[src/hdl/cell_temperature_statistics_unit_macros.svh]
// ----------------------------------------------------------------------------
// Cell temperature statistics unit - assertion macros
// Concurrent checks clocked on clk_i, held off while rst_ni is low.
// ----------------------------------------------------------------------------
`ifndef CELL_TEMPERATURE_STATISTICS_UNIT_MACROS_SVH
`define CELL_TEMPERATURE_STATISTICS_UNIT_MACROS_SVH

// same-cycle implication
`define CTSU_ASSERT_IMP(lbl, ante, cons, msg) \
  lbl: assert property (@(posedge clk_i) disable iff (!rst_ni) (ante) |-> (cons)) \
    else $error(msg);

// next-cycle implication
`define CTSU_ASSERT_NXT(lbl, ante, cons, msg) \
  lbl: assert property (@(posedge clk_i) disable iff (!rst_ni) (ante) |=> (cons)) \
    else $error(msg);

`endif

[src/hdl/ctsu_pkg.sv]
// ----------------------------------------------------------------------------
// ctsu_pkg
// Shared widths and the command / status groups between control and datapath.
// ----------------------------------------------------------------------------
package ctsu_pkg;

  localparam int unsigned TEMP_W = 16;
  localparam int unsigned IDX_W  = 8;
  localparam int unsigned SUM_W  = 24;
  localparam int unsigned MSUM_W = 48;
  localparam int unsigned CNT_W  = 32;
  localparam int unsigned DVD_W  = 48;
  localparam int unsigned STEP_W = 6;

  localparam logic [STEP_W-1:0] STEPS_AVG  = STEP_W'(SUM_W);
  localparam logic [STEP_W-1:0] STEPS_SESS = STEP_W'(MSUM_W);

  typedef struct packed {
    logic take;
    logic start_avg;
    logic latch_avg;
    logic start_sess;
    logic latch_sess;
    logic load_out;
  } ctsu_cmd_t;

  typedef struct packed {
    logic last;
    logic div_done;
  } ctsu_sts_t;

endpackage

[src/hdl/cell_temperature_statistics_unit.sv]
// A reading that does not close a sample is taken without stalling the input.
// A reading that closes a sample stalls the input until its result is loaded,
// which waits while the previous result is still stalled: 24 divider steps
// for the sample mean, 48 for the session mean, and handoff states on the one divider.
// The result is registered and becomes valid when the sequencer loads it.
// Reset (rst_ni low, async) clears running/session state; cell_count is 1.
// ----------------------------------------------------------------------------
// cell_temperature_statistics_unit
// Per-sample max/min/mean/spread of cell temperatures with session tracking.
// ----------------------------------------------------------------------------
`include "cell_temperature_statistics_unit_macros.svh"

module cell_temperature_statistics_unit (
  input  logic                                clk_i,
  input  logic                                rst_ni,
  // configuration
  input  logic                                psel,
  input  logic                                penable,
  input  logic                                pwrite,
  input  logic [2:0]                          paddr,
  input  logic [31:0]                         pwdata,
  output logic [31:0]                         prdata,
  output logic                                pready,
  // readings
  input  logic                                in_valid_i,
  output logic                                in_stall_o,
  input  logic signed [ctsu_pkg::TEMP_W-1:0]  cell_temp_i,
  // results
  output logic                                out_valid_o,
  input  logic                                out_stall_i,
  output logic signed [ctsu_pkg::TEMP_W-1:0]  max_temp_o,
  output logic signed [ctsu_pkg::TEMP_W-1:0]  min_temp_o,
  output logic signed [ctsu_pkg::TEMP_W-1:0]  avg_temp_o,
  output logic signed [ctsu_pkg::TEMP_W-1:0]  temp_spread_o,
  output logic [ctsu_pkg::IDX_W-1:0]          hottest_cell_o,
  output logic [ctsu_pkg::IDX_W-1:0]          coldest_cell_o,
  output logic signed [ctsu_pkg::TEMP_W-1:0]  session_max_temp_o,
  output logic signed [ctsu_pkg::TEMP_W-1:0]  session_max_spread_o,
  output logic signed [ctsu_pkg::TEMP_W-1:0]  session_avg_temp_o
);

  localparam logic REG_CELL_COUNT = 1'b0;

  logic [ctsu_pkg::IDX_W-1:0] cell_count_q, cell_count_d;
  logic                       cfg_wr;
  ctsu_pkg::ctsu_cmd_t        cmd;
  ctsu_pkg::ctsu_sts_t        sts;

  assign pready = 1'b1;
  assign cfg_wr = psel & penable & pwrite & pready;

  always_comb begin
    cell_count_d = cell_count_q;
    if (cfg_wr && (paddr[2] == REG_CELL_COUNT)) begin
      cell_count_d = pwdata[ctsu_pkg::IDX_W-1:0];
    end
  end

  always_ff @(posedge clk_i or negedge rst_ni) begin
    if (!rst_ni) begin
      cell_count_q <= ctsu_pkg::IDX_W'(1);
    end else begin
      cell_count_q <= cell_count_d;
    end
  end

  assign prdata = (paddr[2] == REG_CELL_COUNT) ? {{(32-ctsu_pkg::IDX_W){1'b0}}, cell_count_q}
                                               : 32'd0;

  ctsu_ctrl u_ctrl (
    .clk_i       (clk_i),
    .rst_ni      (rst_ni),
    .in_valid_i  (in_valid_i),
    .in_stall_o  (in_stall_o),
    .out_valid_o (out_valid_o),
    .out_stall_i (out_stall_i),
    .sts_i       (sts),
    .cmd_o       (cmd)
  );

  ctsu_dp u_dp (
    .clk_i                (clk_i),
    .rst_ni               (rst_ni),
    .cmd_i                (cmd),
    .sts_o                (sts),
    .cell_count_i         (cell_count_q),
    .cell_temp_i          (cell_temp_i),
    .max_temp_o           (max_temp_o),
    .min_temp_o           (min_temp_o),
    .avg_temp_o           (avg_temp_o),
    .temp_spread_o        (temp_spread_o),
    .hottest_cell_o       (hottest_cell_o),
    .coldest_cell_o       (coldest_cell_o),
    .session_max_temp_o   (session_max_temp_o),
    .session_max_spread_o (session_max_spread_o),
    .session_avg_temp_o   (session_avg_temp_o)
  );

  `CTSU_ASSERT_NXT(a_close_stalls, in_valid_i && !in_stall_o && sts.last, in_stall_o, "no stall")
  `CTSU_ASSERT_IMP(a_div_busy, sts.div_done, in_stall_o, "divider finished while input open")
  `CTSU_ASSERT_IMP(a_no_overwrite, cmd.load_out, !(out_valid_o && out_stall_i), "overwrite")
  `CTSU_ASSERT_NXT(a_load_valid, cmd.load_out, out_valid_o, "loaded result not valid")

endmodule

[src/hdl/ctsu_div.sv]
// ----------------------------------------------------------------------------
// ctsu_div
// Restoring divider, one quotient bit per cycle, signed result truncated
// toward zero and cut to 16 bits.
// ----------------------------------------------------------------------------
module ctsu_div (
  input  logic                                clk_i,
  input  logic                                rst_ni,
  input  logic                                start_i,
  input  logic                                neg_i,
  input  logic [ctsu_pkg::DVD_W-1:0]          dividend_i,
  input  logic [ctsu_pkg::CNT_W-1:0]          divisor_i,
  input  logic [ctsu_pkg::STEP_W-1:0]         steps_i,
  output logic                                done_o,
  output logic signed [ctsu_pkg::TEMP_W-1:0]  quot_o
);

  localparam logic [ctsu_pkg::STEP_W-1:0] STEP_ONE = ctsu_pkg::STEP_W'(1);

  logic                          busy_q, busy_d;
  logic                          done_q, done_d;
  logic [ctsu_pkg::STEP_W-1:0]   cnt_q, cnt_d;
  logic                          neg_q, neg_d;
  logic [ctsu_pkg::DVD_W-1:0]    dvd_q, dvd_d;
  logic [ctsu_pkg::CNT_W-1:0]    rem_q, rem_d;
  logic [ctsu_pkg::CNT_W-1:0]    dsr_q, dsr_d;
  logic [ctsu_pkg::CNT_W:0]      shifted;
  logic [ctsu_pkg::CNT_W+1:0]    diff;

  assign shifted = {rem_q, dvd_q[ctsu_pkg::DVD_W-1]};
  assign diff    = {1'b0, shifted} - {2'b00, dsr_q};

  always_comb begin
    busy_d = busy_q;
    done_d = 1'b0;
    cnt_d  = cnt_q;
    neg_d  = neg_q;
    dvd_d  = dvd_q;
    rem_d  = rem_q;
    dsr_d  = dsr_q;
    if (start_i) begin
      busy_d = 1'b1;
      cnt_d  = steps_i;
      neg_d  = neg_i;
      dvd_d  = dividend_i;
      rem_d  = '0;
      dsr_d  = divisor_i;
    end else if (busy_q) begin
      if (diff[ctsu_pkg::CNT_W+1]) begin
        rem_d = shifted[ctsu_pkg::CNT_W-1:0];
        dvd_d = {dvd_q[ctsu_pkg::DVD_W-2:0], 1'b0};
      end else begin
        rem_d = diff[ctsu_pkg::CNT_W-1:0];
        dvd_d = {dvd_q[ctsu_pkg::DVD_W-2:0], 1'b1};
      end
      cnt_d = cnt_q - 1'b1;
      if (cnt_q == STEP_ONE) begin
        busy_d = 1'b0;
        done_d = 1'b1;
      end
    end
  end

  always_ff @(posedge clk_i or negedge rst_ni) begin
    if (!rst_ni) begin
      busy_q <= 1'b0;
      done_q <= 1'b0;
      cnt_q  <= '0;
    end else begin
      busy_q <= busy_d;
      done_q <= done_d;
      cnt_q  <= cnt_d;
    end
  end

  always_ff @(posedge clk_i) begin
    neg_q <= neg_d;
    dvd_q <= dvd_d;
    rem_q <= rem_d;
    dsr_q <= dsr_d;
  end

  assign done_o = done_q;
  assign quot_o = neg_q ? ctsu_pkg::TEMP_W'(16'd0 - dvd_q[ctsu_pkg::TEMP_W-1:0])
                        : dvd_q[ctsu_pkg::TEMP_W-1:0];

endmodule

[src/hdl/ctsu_dp.sv]
// ----------------------------------------------------------------------------
// ctsu_dp
// Datapath: per-sample running max/min/sum, session tracking, shared divider
// and the result registers.
// ----------------------------------------------------------------------------
module ctsu_dp (
  input  logic                                clk_i,
  input  logic                                rst_ni,
  input  ctsu_pkg::ctsu_cmd_t                 cmd_i,
  output ctsu_pkg::ctsu_sts_t                 sts_o,
  input  logic [ctsu_pkg::IDX_W-1:0]          cell_count_i,
  input  logic signed [ctsu_pkg::TEMP_W-1:0]  cell_temp_i,
  output logic signed [ctsu_pkg::TEMP_W-1:0]  max_temp_o,
  output logic signed [ctsu_pkg::TEMP_W-1:0]  min_temp_o,
  output logic signed [ctsu_pkg::TEMP_W-1:0]  avg_temp_o,
  output logic signed [ctsu_pkg::TEMP_W-1:0]  temp_spread_o,
  output logic [ctsu_pkg::IDX_W-1:0]          hottest_cell_o,
  output logic [ctsu_pkg::IDX_W-1:0]          coldest_cell_o,
  output logic signed [ctsu_pkg::TEMP_W-1:0]  session_max_temp_o,
  output logic signed [ctsu_pkg::TEMP_W-1:0]  session_max_spread_o,
  output logic signed [ctsu_pkg::TEMP_W-1:0]  session_avg_temp_o
);

  // per-sample accumulation
  logic [ctsu_pkg::IDX_W-1:0]         cell_index_q, cell_index_d;
  logic signed [ctsu_pkg::TEMP_W-1:0] run_max_q, run_max_d;
  logic signed [ctsu_pkg::TEMP_W-1:0] run_min_q, run_min_d;
  logic [ctsu_pkg::IDX_W-1:0]         max_idx_q, max_idx_d;
  logic [ctsu_pkg::IDX_W-1:0]         min_idx_q, min_idx_d;
  logic signed [ctsu_pkg::SUM_W-1:0]  run_sum_q, run_sum_d;
  // session state
  logic                               primed_q, primed_d;
  logic signed [ctsu_pkg::TEMP_W-1:0] worst_temp_q, worst_temp_d;
  logic signed [ctsu_pkg::TEMP_W-1:0] worst_spread_q, worst_spread_d;
  logic signed [ctsu_pkg::MSUM_W-1:0] mean_sum_q, mean_sum_d;
  logic [ctsu_pkg::CNT_W-1:0]         sample_count_q, sample_count_d;
  // finished sample, waiting for the divider
  logic signed [ctsu_pkg::TEMP_W-1:0] s_max_q, s_min_q, s_spread_q, s_avg_q, s_sess_q;
  logic [ctsu_pkg::IDX_W-1:0]         s_max_idx_q, s_min_idx_q;

  logic                               first;
  logic signed [ctsu_pkg::TEMP_W-1:0] nmax, nmin, nspread;
  logic [ctsu_pkg::IDX_W-1:0]         nmax_idx, nmin_idx;
  logic signed [ctsu_pkg::SUM_W-1:0]  nsum;
  logic [ctsu_pkg::SUM_W-1:0]         nsum_abs;
  logic [ctsu_pkg::IDX_W:0]           taken;
  logic [ctsu_pkg::MSUM_W-1:0]        msum_abs;

  logic                               div_start, div_neg, div_done;
  logic [ctsu_pkg::DVD_W-1:0]         div_dvd;
  logic [ctsu_pkg::CNT_W-1:0]         div_dsr;
  logic [ctsu_pkg::STEP_W-1:0]        div_steps;
  logic signed [ctsu_pkg::TEMP_W-1:0] div_quot;

  assign first = (cell_index_q == '0);
  assign taken = {1'b0, cell_index_q} + 1'b1;
  assign nsum  = run_sum_q + ctsu_pkg::SUM_W'(cell_temp_i);

  always_comb begin
    nmax     = run_max_q;
    nmax_idx = max_idx_q;
    nmin     = run_min_q;
    nmin_idx = min_idx_q;
    if (first) begin
      nmax     = cell_temp_i;
      nmin     = cell_temp_i;
      nmax_idx = '0;
      nmin_idx = '0;
    end else begin
      if (cell_temp_i > run_max_q) begin
        nmax     = cell_temp_i;
        nmax_idx = cell_index_q;
      end
      if (cell_temp_i < run_min_q) begin
        nmin     = cell_temp_i;
        nmin_idx = cell_index_q;
      end
    end
  end

  assign nspread  = nmax - nmin;
  assign nsum_abs = nsum[ctsu_pkg::SUM_W-1] ? ctsu_pkg::SUM_W'(-nsum) : nsum;
  assign msum_abs = mean_sum_q[ctsu_pkg::MSUM_W-1] ? ctsu_pkg::MSUM_W'(-mean_sum_q)
                                                   : mean_sum_q;

  assign sts_o.last     = (taken >= {1'b0, cell_count_i});
  assign sts_o.div_done = div_done;

  always_comb begin
    cell_index_d   = cell_index_q;
    run_max_d      = run_max_q;
    run_min_d      = run_min_q;
    max_idx_d      = max_idx_q;
    min_idx_d      = min_idx_q;
    run_sum_d      = run_sum_q;
    primed_d       = primed_q;
    worst_temp_d   = worst_temp_q;
    worst_spread_d = worst_spread_q;
    mean_sum_d     = mean_sum_q;
    sample_count_d = sample_count_q;
    if (cmd_i.take) begin
      if (sts_o.last) begin
        cell_index_d = '0;
        run_max_d    = '0;
        run_min_d    = '0;
        max_idx_d    = '0;
        min_idx_d    = '0;
        run_sum_d    = '0;
        primed_d     = 1'b1;
        if (!primed_q || (nmax > worst_temp_q)) begin
          worst_temp_d = nmax;
        end
        if (!primed_q || (nspread > worst_spread_q)) begin
          worst_spread_d = nspread;
        end
      end else begin
        cell_index_d = taken[ctsu_pkg::IDX_W-1:0];
        run_max_d    = nmax;
        run_min_d    = nmin;
        max_idx_d    = nmax_idx;
        min_idx_d    = nmin_idx;
        run_sum_d    = nsum;
      end
    end
    if (cmd_i.latch_avg && (sample_count_q != {ctsu_pkg::CNT_W{1'b1}})) begin
      mean_sum_d     = mean_sum_q + ctsu_pkg::MSUM_W'(div_quot);
      sample_count_d = sample_count_q + 1'b1;
    end
  end

  always_ff @(posedge clk_i or negedge rst_ni) begin
    if (!rst_ni) begin
      cell_index_q   <= '0;
      run_max_q      <= '0;
      run_min_q      <= '0;
      max_idx_q      <= '0;
      min_idx_q      <= '0;
      run_sum_q      <= '0;
      primed_q       <= 1'b0;
      worst_temp_q   <= '0;
      worst_spread_q <= '0;
      mean_sum_q     <= '0;
      sample_count_q <= '0;
    end else begin
      cell_index_q   <= cell_index_d;
      run_max_q      <= run_max_d;
      run_min_q      <= run_min_d;
      max_idx_q      <= max_idx_d;
      min_idx_q      <= min_idx_d;
      run_sum_q      <= run_sum_d;
      primed_q       <= primed_d;
      worst_temp_q   <= worst_temp_d;
      worst_spread_q <= worst_spread_d;
      mean_sum_q     <= mean_sum_d;
      sample_count_q <= sample_count_d;
    end
  end

  always_ff @(posedge clk_i) begin
    if (cmd_i.take && sts_o.last) begin
      s_max_q     <= nmax;
      s_min_q     <= nmin;
      s_max_idx_q <= nmax_idx;
      s_min_idx_q <= nmin_idx;
      s_spread_q  <= nspread;
    end
    if (cmd_i.latch_avg) begin
      s_avg_q <= div_quot;
    end
    if (cmd_i.latch_sess) begin
      s_sess_q <= div_quot;
    end
    if (cmd_i.load_out) begin
      max_temp_o           <= s_max_q;
      min_temp_o           <= s_min_q;
      avg_temp_o           <= s_avg_q;
      temp_spread_o        <= s_spread_q;
      hottest_cell_o       <= s_max_idx_q;
      coldest_cell_o       <= s_min_idx_q;
      session_max_temp_o   <= worst_temp_q;
      session_max_spread_o <= worst_spread_q;
      session_avg_temp_o   <= s_sess_q;
    end
  end

  // sample mean: |sum| placed in the upper half, 24 steps; session mean: |mean sum|, 48 steps
  always_comb begin
    div_start = cmd_i.start_avg | cmd_i.start_sess;
    if (cmd_i.start_sess) begin
      div_neg   = mean_sum_q[ctsu_pkg::MSUM_W-1];
      div_dvd   = msum_abs;
      div_dsr   = sample_count_q;
      div_steps = ctsu_pkg::STEPS_SESS;
    end else begin
      div_neg   = nsum[ctsu_pkg::SUM_W-1];
      div_dvd   = {nsum_abs, {(ctsu_pkg::DVD_W-ctsu_pkg::SUM_W){1'b0}}};
      div_dsr   = ctsu_pkg::CNT_W'(taken);
      div_steps = ctsu_pkg::STEPS_AVG;
    end
  end

  ctsu_div u_div (
    .clk_i      (clk_i),
    .rst_ni     (rst_ni),
    .start_i    (div_start),
    .neg_i      (div_neg),
    .dividend_i (div_dvd),
    .divisor_i  (div_dsr),
    .steps_i    (div_steps),
    .done_o     (div_done),
    .quot_o     (div_quot)
  );

endmodule

[src/hdl/ctsu_ctrl.sv]
// ----------------------------------------------------------------------------
// ctsu_ctrl
// Sequencer: takes readings, runs the two divisions of a finished sample and
// hands the result to the output register.
// ----------------------------------------------------------------------------
module ctsu_ctrl (
  input  logic                 clk_i,
  input  logic                 rst_ni,
  input  logic                 in_valid_i,
  output logic                 in_stall_o,
  output logic                 out_valid_o,
  input  logic                 out_stall_i,
  input  ctsu_pkg::ctsu_sts_t  sts_i,
  output ctsu_pkg::ctsu_cmd_t  cmd_o
);

  localparam logic [2:0] ST_IDLE     = 3'd0;
  localparam logic [2:0] ST_DIV_AVG  = 3'd1;
  localparam logic [2:0] ST_SESS_GO  = 3'd2;
  localparam logic [2:0] ST_DIV_SESS = 3'd3;
  localparam logic [2:0] ST_LOAD     = 3'd4;

  logic [2:0] state_q, state_d;
  logic       out_valid_q, out_valid_d;

  assign in_stall_o  = (state_q != ST_IDLE);
  assign out_valid_o = out_valid_q;

  always_comb begin
    state_d = state_q;
    cmd_o   = '0;
    case (state_q)
      ST_IDLE: begin
        if (in_valid_i) begin
          cmd_o.take = 1'b1;
          if (sts_i.last) begin
            cmd_o.start_avg = 1'b1;
            state_d         = ST_DIV_AVG;
          end
        end
      end
      ST_DIV_AVG: begin
        if (sts_i.div_done) begin
          cmd_o.latch_avg = 1'b1;
          state_d         = ST_SESS_GO;
        end
      end
      ST_SESS_GO: begin
        cmd_o.start_sess = 1'b1;
        state_d          = ST_DIV_SESS;
      end
      ST_DIV_SESS: begin
        if (sts_i.div_done) begin
          cmd_o.latch_sess = 1'b1;
          state_d          = ST_LOAD;
        end
      end
      ST_LOAD: begin
        if (!out_valid_q || !out_stall_i) begin
          cmd_o.load_out = 1'b1;
          state_d        = ST_IDLE;
        end
      end
      default: begin
        state_d = ST_IDLE;
      end
    endcase
  end

  always_comb begin
    out_valid_d = out_valid_q;
    if (cmd_o.load_out) begin
      out_valid_d = 1'b1;
    end else if (!out_stall_i) begin
      out_valid_d = 1'b0;
    end
  end

  always_ff @(posedge clk_i or negedge rst_ni) begin
    if (!rst_ni) begin
      state_q     <= ST_IDLE;
      out_valid_q <= 1'b0;
    end else begin
      state_q     <= state_d;
      out_valid_q <= out_valid_d;
    end
  end

endmodule
[config.mk]
export PLATFORM = sky130hd
export DESIGN_NAME = cell_temperature_statistics_unit
export DESIGN_NICKNAME = d
export VERILOG_FILES = /design/src/hdl/ctsu_pkg.sv /design/src/hdl/cell_temperature_statistics_unit.sv /design/src/hdl/ctsu_div.sv /design/src/hdl/ctsu_dp.sv /design/src/hdl/ctsu_ctrl.sv
export VERILOG_INCLUDE_DIRS = /design/src /design/src/hdl
export SDC_FILE = /design/constraint.sdc
export NUM_CORES = 1
export LEC_CHECK = 0
export CELL_PAD_IN_SITES_DETAIL_PLACEMENT = 1
export CELL_PAD_IN_SITES_GLOBAL_PLACEMENT = 2
export CORE_ASPECT_RATIO = 1.25
export CORE_UTILIZATION = 46
export CTS_CLUSTER_DIAMETER = 50
export DETAILED_ROUTE_END_ITERATION = 8
export DONT_BUFFER_PORTS = 1
export PLACE_DENSITY_LB_ADDON = 0.08
export SYNTH_ARGS = -nofsm -noshare
export SYNTH_HDL_FRONTEND = slang
export SYNTH_SLANG_ARGS = --single-unit
[constraint.sdc]
create_clock -name clk_i -period 13.1 [get_ports clk_i]
set_input_delay 1.31 -clock clk_i [delete_from_list [all_inputs] [get_ports clk_i]]
set_output_delay 1.31 -clock clk_i [all_outputs]
set_load 0.01 [all_outputs]
After elaboration in Yosys (flattened, before gate mapping)
Cells that the tools add are included.

Bits in registers: 550. Bits of input ports: 58. Output and inout bits: 163. Word-level logic and storage cells: 137.

$add $sub $neg: 10. Magnitude comparators: 5. Equal/unequal tests: 12. Multiplexer cells: 51. Bitwise logic cells: 4. Reduce and logical (&&, ||, !) cells: 17.

Operators by type and width (count): $mux 48 (4); $mux 16 (7); $mux 8 (8); $add 48x16->48 (1); $gt 16x16->1 (3); $mux 24 (2); $neg 48->48 (1); $sub 33x32->34 (1); $add 32x1->32 const B (1); $mux 32 (1); $ne 32x32->1 const B (1); $add 24x16->24 (1); $neg 24->24 (1); $mux 6 (3); $mux 1 (17); $lt 16x16->1 (1); $sub 1x16->16 const A (1); $sub 16x16->16 (1); $mux 3 (5); $pmux 3 s5 (1); $add 8x1->9 const B (1); $ge 9x8->1 (1); $mux 9 (1); $logic_not 8->1 (1); 20 further kinds (34).

Logic depth before layout (Yosys ltp)
Depth in word-level cells: 7. Gate-level depth with buffers: 31. Depth with buffers taken out: 30.

Hierarchy
A second synthesis with hierarchy kept.

Cells, all modules: 2911. Area, all modules: 30739.5 sq um.

Modules (own cells, without submodules): ctsu_dp (instances 1, cells each 2145, area an instance 22973.3 sq um, sequential area each 11556.1 sq um); ctsu_div (instances 1, cells each 689, area an instance 6945.4 sq um, sequential area each 3273.1 sq um); cell_temperature_statistics_unit (instances 1, cells each 52, area an instance 580.6 sq um, sequential area each 201.4 sq um); ctsu_ctrl (instances 1, cells each 25, area an instance 240.2 sq um, sequential area each 100.1 sq um).

Worst setup path after synthesis
OpenSTA, ideal clock, no wires.

Path type: input to register. Start: input port out_stall_i. End: register u_dp.avg_temp_o[0] in the netlist's numbering, enable pin. Setup time: 0.658 ns. Arrival: 7.492 ns. Required time: 12.442 ns. Path slack: 4.949 ns. Stages on the path: 1. Buffers on the path: 0. Cells stage by stage: a21oi_1.

Cells in the longest elaborated chain, start to end: 4.

RTL lines: start: declaration (line cell_temperature_statistics_unit.sv:30) `input logic out_stall_i,`; $logic_not 1->1 (line ctsu_ctrl.sv:59) `if (!out_valid_q || !out_stall_i) begin`; $logic_or 1x1->1 (line ctsu_ctrl.sv:59); $mux 1 (line ctsu_ctrl.sv:59); $mux 1 (line ctsu_ctrl.sv:32) `case (state_q)`; end signal: assignment (line ctsu_dp.sv:176) `avg_temp_o <= s_avg_q;`; end: declaration (line ctsu_dp.sv:15) `output logic signed [ctsu_pkg::TEMP_W-1:0] avg_temp_o,`.

Every way passes these cells. A chain may end at the register's enable or synchronous reset.

Worst setup path in the final report
Start: input port cell_temp_i[15] in the netlist's numbering. End: register u_dp.worst_spread_q[8] in the netlist's numbering.

Cells in the longest elaborated chain, start to end: 7. Elaborated cells between the ends (all ways): 10. Those cells by class: add/sub (1); order compare (3); mux (4); reduce/logical (2).

RTL lines: start: declaration (line cell_temperature_statistics_unit.sv:27) `input logic signed [ctsu_pkg::TEMP_W-1:0] cell_temp_i,`; $gt 16x16->1 (line ctsu_dp.sv:70) `if (cell_temp_i > run_max_q) begin`; $mux 16 (line ctsu_dp.sv:70); $mux 16 (line ctsu_dp.sv:64) `if (first) begin`; named net u_dp.nmax, one bit (line ctsu_dp.sv:42) `logic signed [ctsu_pkg::TEMP_W-1:0] nmax, nmin, nspread;`; $sub 16x16->16 (line ctsu_dp.sv:81) `assign nspread = nmax - nmin;`; named net u_dp.nspread, one bit (line ctsu_dp.sv:42); $gt 16x16->1 (line ctsu_dp.sv:113) `if (!primed_q || (nspread > worst_spread_q)) begin`; $logic_or 1x1->1 (line ctsu_dp.sv:113); $reduce_and 3->1 (no source line); end signal: assignment (line ctsu_dp.sv:153) `worst_spread_q <= worst_spread_d;`; end: declaration (line ctsu_dp.sv:34) `logic signed [ctsu_pkg::TEMP_W-1:0] worst_spread_q, worst_spread_d;`.

The timed path passes the listed nets, and every way through them passes these cells.

==> run summary <==
The relative slew slack came out at 9.20%. The prevailing post-synth register cell is edfxtp_1. The count of unresolved DRC violations after routing came out at 0. The clock period minus final worst setup slack came out at 8.84 ns.

The die area is 66900 um2. The mean post-synth cell area came out at 10.3 um2. The per-cell via count in the routed design is around 5.7.

The TritonCTS sink count is 550. The post-route antenna net violation count came out at 0. The library cells used most frequently in the layout, excluding fill and tap cells, are nand2_1, edfxtp_1, o21ai_0, dfrtp_1, ha_1. The total number of placement rows is around 100. In this run, the number of DRC markers left after iteration 0 of detailed routing was between 900 and 1k. TritonCTS created 72 clock buffers. The static leakage is between 0.01 and 0.015 uW. The clock insertion delay at the later pin of the skew report came out at 0.63 ns. The sequential share of power came out at 28.8%. The power density normalized to cell area is 279 nW/um2. The proportion of register bits with asynchronous set or reset after synthesis is roughly two fifths. The switching share of total power came out at 42.3%.

The total of cells resized after clock tree synthesis is 0. The synthesized cell area is a little over 30000 um2. The flow ran to the end, and the final reports show no timing, DRC or antenna violations. The number of setup violations in the final report is 0. The routability congestion estimate from global placement is 0.843. Setup repair after global routing left no endpoint under its margin.

The max-cap check violation count is 0. The length in cells of the worst reg-to-reg path is 28. The TritonCTS clock tree is done. The number of antenna diodes in the final layout is 0. After routing the design area is about 34000 um2. The part of the Yosys area used for sequential elements is around 50%. Of the cells placed in the final design, the portion with a size suffix greater than 1 is 7.64%. The slew of the pin with the lowest slew margin came out at 1.33 ns. The detailed-route wire length per cell is 21.1 um.

The hold violation count in the final report came out at 0. The die extent in y is 289 um. The clock slew seen by the registers of the worst setup and hold paths is 0.06 ns. Across the VDD grid, the largest voltage drop is 0.152 mV. The overflow left after global routing came out at 0. For this run, the post-layout net count is 3175. The setup path with the least slack is of type input port to flip-flop.

The maximum fanout count along the critical path is 27. The number of non-filler instances in the completed layout came out at 3831. Data arrives at the worst endpoint at 9.34 ns.

The placed cell area is roughly 31000 um2. The I/O pin total came out at 221. The count of hold-fix buffers inserted at cts came out at 0.

The distinct cell type count after synthesis is 82. The area growth from synthesis to layout is 10.8%. In this run the clock root is driven by a clkbuf_16. Synthesis produced a netlist whose cell count is 2934. For the final database, setup skew stands at 0.0231 ns. The chip width is around 230 um. The required arrival time at the worst endpoint is 13.60 ns. The detailed router placed 22.0k vias in this run. The filler cells instantiated in the layout total 7029. The top achievable clock speed is around 0.11 GHz. The number of register bits inferred by synthesis is between 500 and 600. The deepest clock path buffer count is 3. The number of global-route vias before repair is 23.3k. For this configuration, the core starts out at a cell density of 46.7%.

The core region area came out at 64800 um2. The number of buffer cells added on primary ports is 0. In this run, synthesis inferred 305 flip-flops with an integrated enable. The library cell used most frequently in the layout, excluding fill and tap cells, is nand2_1. The cell-internal power is 5410 uW.

The instance count after placement with tap cells included came out at 3697. The setup TNS came out at 0 ns. The maximum number of pins on one net before global-route repair is 214. The first-pass iteration count of the detailed router came out at 5. The clock network fraction of total power came out at 22.0%. The combinational power share came out at between 40% and 50%. The worst setup path is launched from an input port. The detailed-route wire length is 81.0 mm. The switching power is 3960 uW. The first global-routing pass estimated ~130 mm of wire. The number of max-slew violations in the final report was 0.

The global-route usage over all layers came out at approximately 24%. The worst path uses 67.5% of the clock period. The placed wire-length estimate after detailed placement is 56.8 mm.

The initial antenna violation count was 1. Buffers added to address setup during post-CTS repair amount to 0. In this run the worst hold path is classified as input port to asynchronous set/reset pin.

The number of warnings reported in the yosys synthesis log is 0. STA classifies the critical path endpoint as a flip-flop. The H-tree depth came out at 3.
[cell usage after synthesis, types with 25 or more instances]
library cell    n  area share (%)
a211oi_1       41             1.0
a21o_1         66             1.6
a21oi_1       155             2.6
a31oi_1        25            0.52
and2_1         34            0.70
and3_1         28            0.58
buf_4          26            0.64
clkbuf_1       90             1.1
dfrtp_1       212              18
dfxtp_1        32             2.1
edfxtp_1      305              30
ha_1          191             7.9
inv_1         181             2.2
mux2_2         39             1.5
mux2i_1        40             1.3
nand2_1       311             3.9
nand3_1        87             1.4
nand4_1        30            0.62
nor2_1        180             2.2
nor3_1         40            0.66
o21a_1         26            0.64
o21ai_0       211             3.5
o22ai_1        27            0.56
o31ai_1        61             1.5
xnor2_1       134             3.9
xor2_1         92             2.7
[kinds of logic after synthesis]
group | after synthesis | synth area share (%)
simple gates | 822 | 12.6
compound gates | 740 | 15.6
flops | 550 | 50.0
buf+inv | 319 | 4.29
xor+xnor | 226 | 6.54
fa+ha+maj | 196 | 8.16
mux | 79 | 2.77
other cells | 2 | 0.0248
[layout make-up]
cell class / count / area (um2) / share of cell area [%]
Timing Repair Buffer: 27 / 203 / 0.604
Sequential cell: 550 / 15100 / 45.1
Clock inverter: 49 / 613 / 1.83
Inverter: 184 / 692 / 2.06
Tap cell: 848 / 1060 / 3.16
Clock buffer: 85 / 1880 / 5.60
Multi-Input combinational cell: 2088 / 14000 / 41.7
[through the flow]
| step | setup slack (ns) | hold WS, ns | utilization [%] | power [uW] |
|---|---|---|---|---|
| 2_1_floorplan | 4.95 | 0.400 | - | 6080 |
| 3_3_place_gp | 4.10 | 0.401 | 47.9 | 7040 |
| 3_5_place_dp | 3.90 | 0.406 | 47.9 | 7290 |
| 4_1_cts | 4.42 | 0.358 | 51.8 | 9440 |
| 5_1_grt | 3.82 | 0.372 | 51.8 | 10100 |
| 6_report | 4.26 | 0.397 | 51.8 | 9370 |
[sequential cells by signal (all words and copies together) (netlist names), 24 cells and up]
signal,count
u_dp.run_sum_q,24
u_dp.mean_sum_q,48
u_dp.u_div.dvd_q,48
u_dp.u_div.dsr_q,32
u_dp.u_div.rem_q,32
u_dp.sample_count_q,32
[worst paths after layout]
kind                                     from                      to  slack (ns)
hold reg to reg            u_dp.s_spread_q[7]   u_dp.temp_spread_o[7]        0.42
max in group asynchronous              rst_ni         cell_count_q[0]       12.37
min in group clk_i         u_dp.s_spread_q[7]   u_dp.temp_spread_o[7]        0.42
setup reg to reg           u_dp.run_max_q[15]  u_dp.worst_spread_q[8]        4.52
setup / recovery              cell_temp_i[15]  u_dp.worst_spread_q[8]        4.26
hold / removal                         rst_ni     u_dp.mean_sum_q[43]        0.40
[metal layers]
metal  global-route usage, %  vias to the layer above  share of wire [%]
met5                       0                        -              0.021
met4                    7.93                        2                2.8
met3                    3.87                      136                3.3
met2                    42.7                      340                 50
met1                    30.7                    11000                 44
li1                        -                    10600                  -
[power by group through the flow]
stage	sequential (uW)	combinational, uW	clock (uW)
floorplan	2580	3490	0
global placement	2700	4340	0
detailed placement	2730	4560	0
CTS	2700	4640	2110
global route	2760	5170	2170
finish	2700	4610	2060
[critical path, cell delays in order]
cell      delay (ns)
ha_1            0.31
nand4_2         0.21
nor4_1          0.52
nand2_1         0.38
nand2_1         0.25
nand3_1         0.10
buf_4           0.25
o21ai_0         0.63
ha_1            0.43
and4_1          0.20
a41o_1          0.26
a41oi_1         0.25
nand4_1         0.26
a211oi_2        0.39
o31ai_1         0.19
o221a_2         0.27
nor3_1          0.30
nor2_1          0.12
ha_1            0.41
nand4_1         0.17
nor2_1          0.23
nand3_1         0.14
o21ai_0         0.27
mux2i_1         0.23
o21ai_0         0.09
nand2_1         0.69
mux2_2          0.43
(Power assumes the default switching activity.)
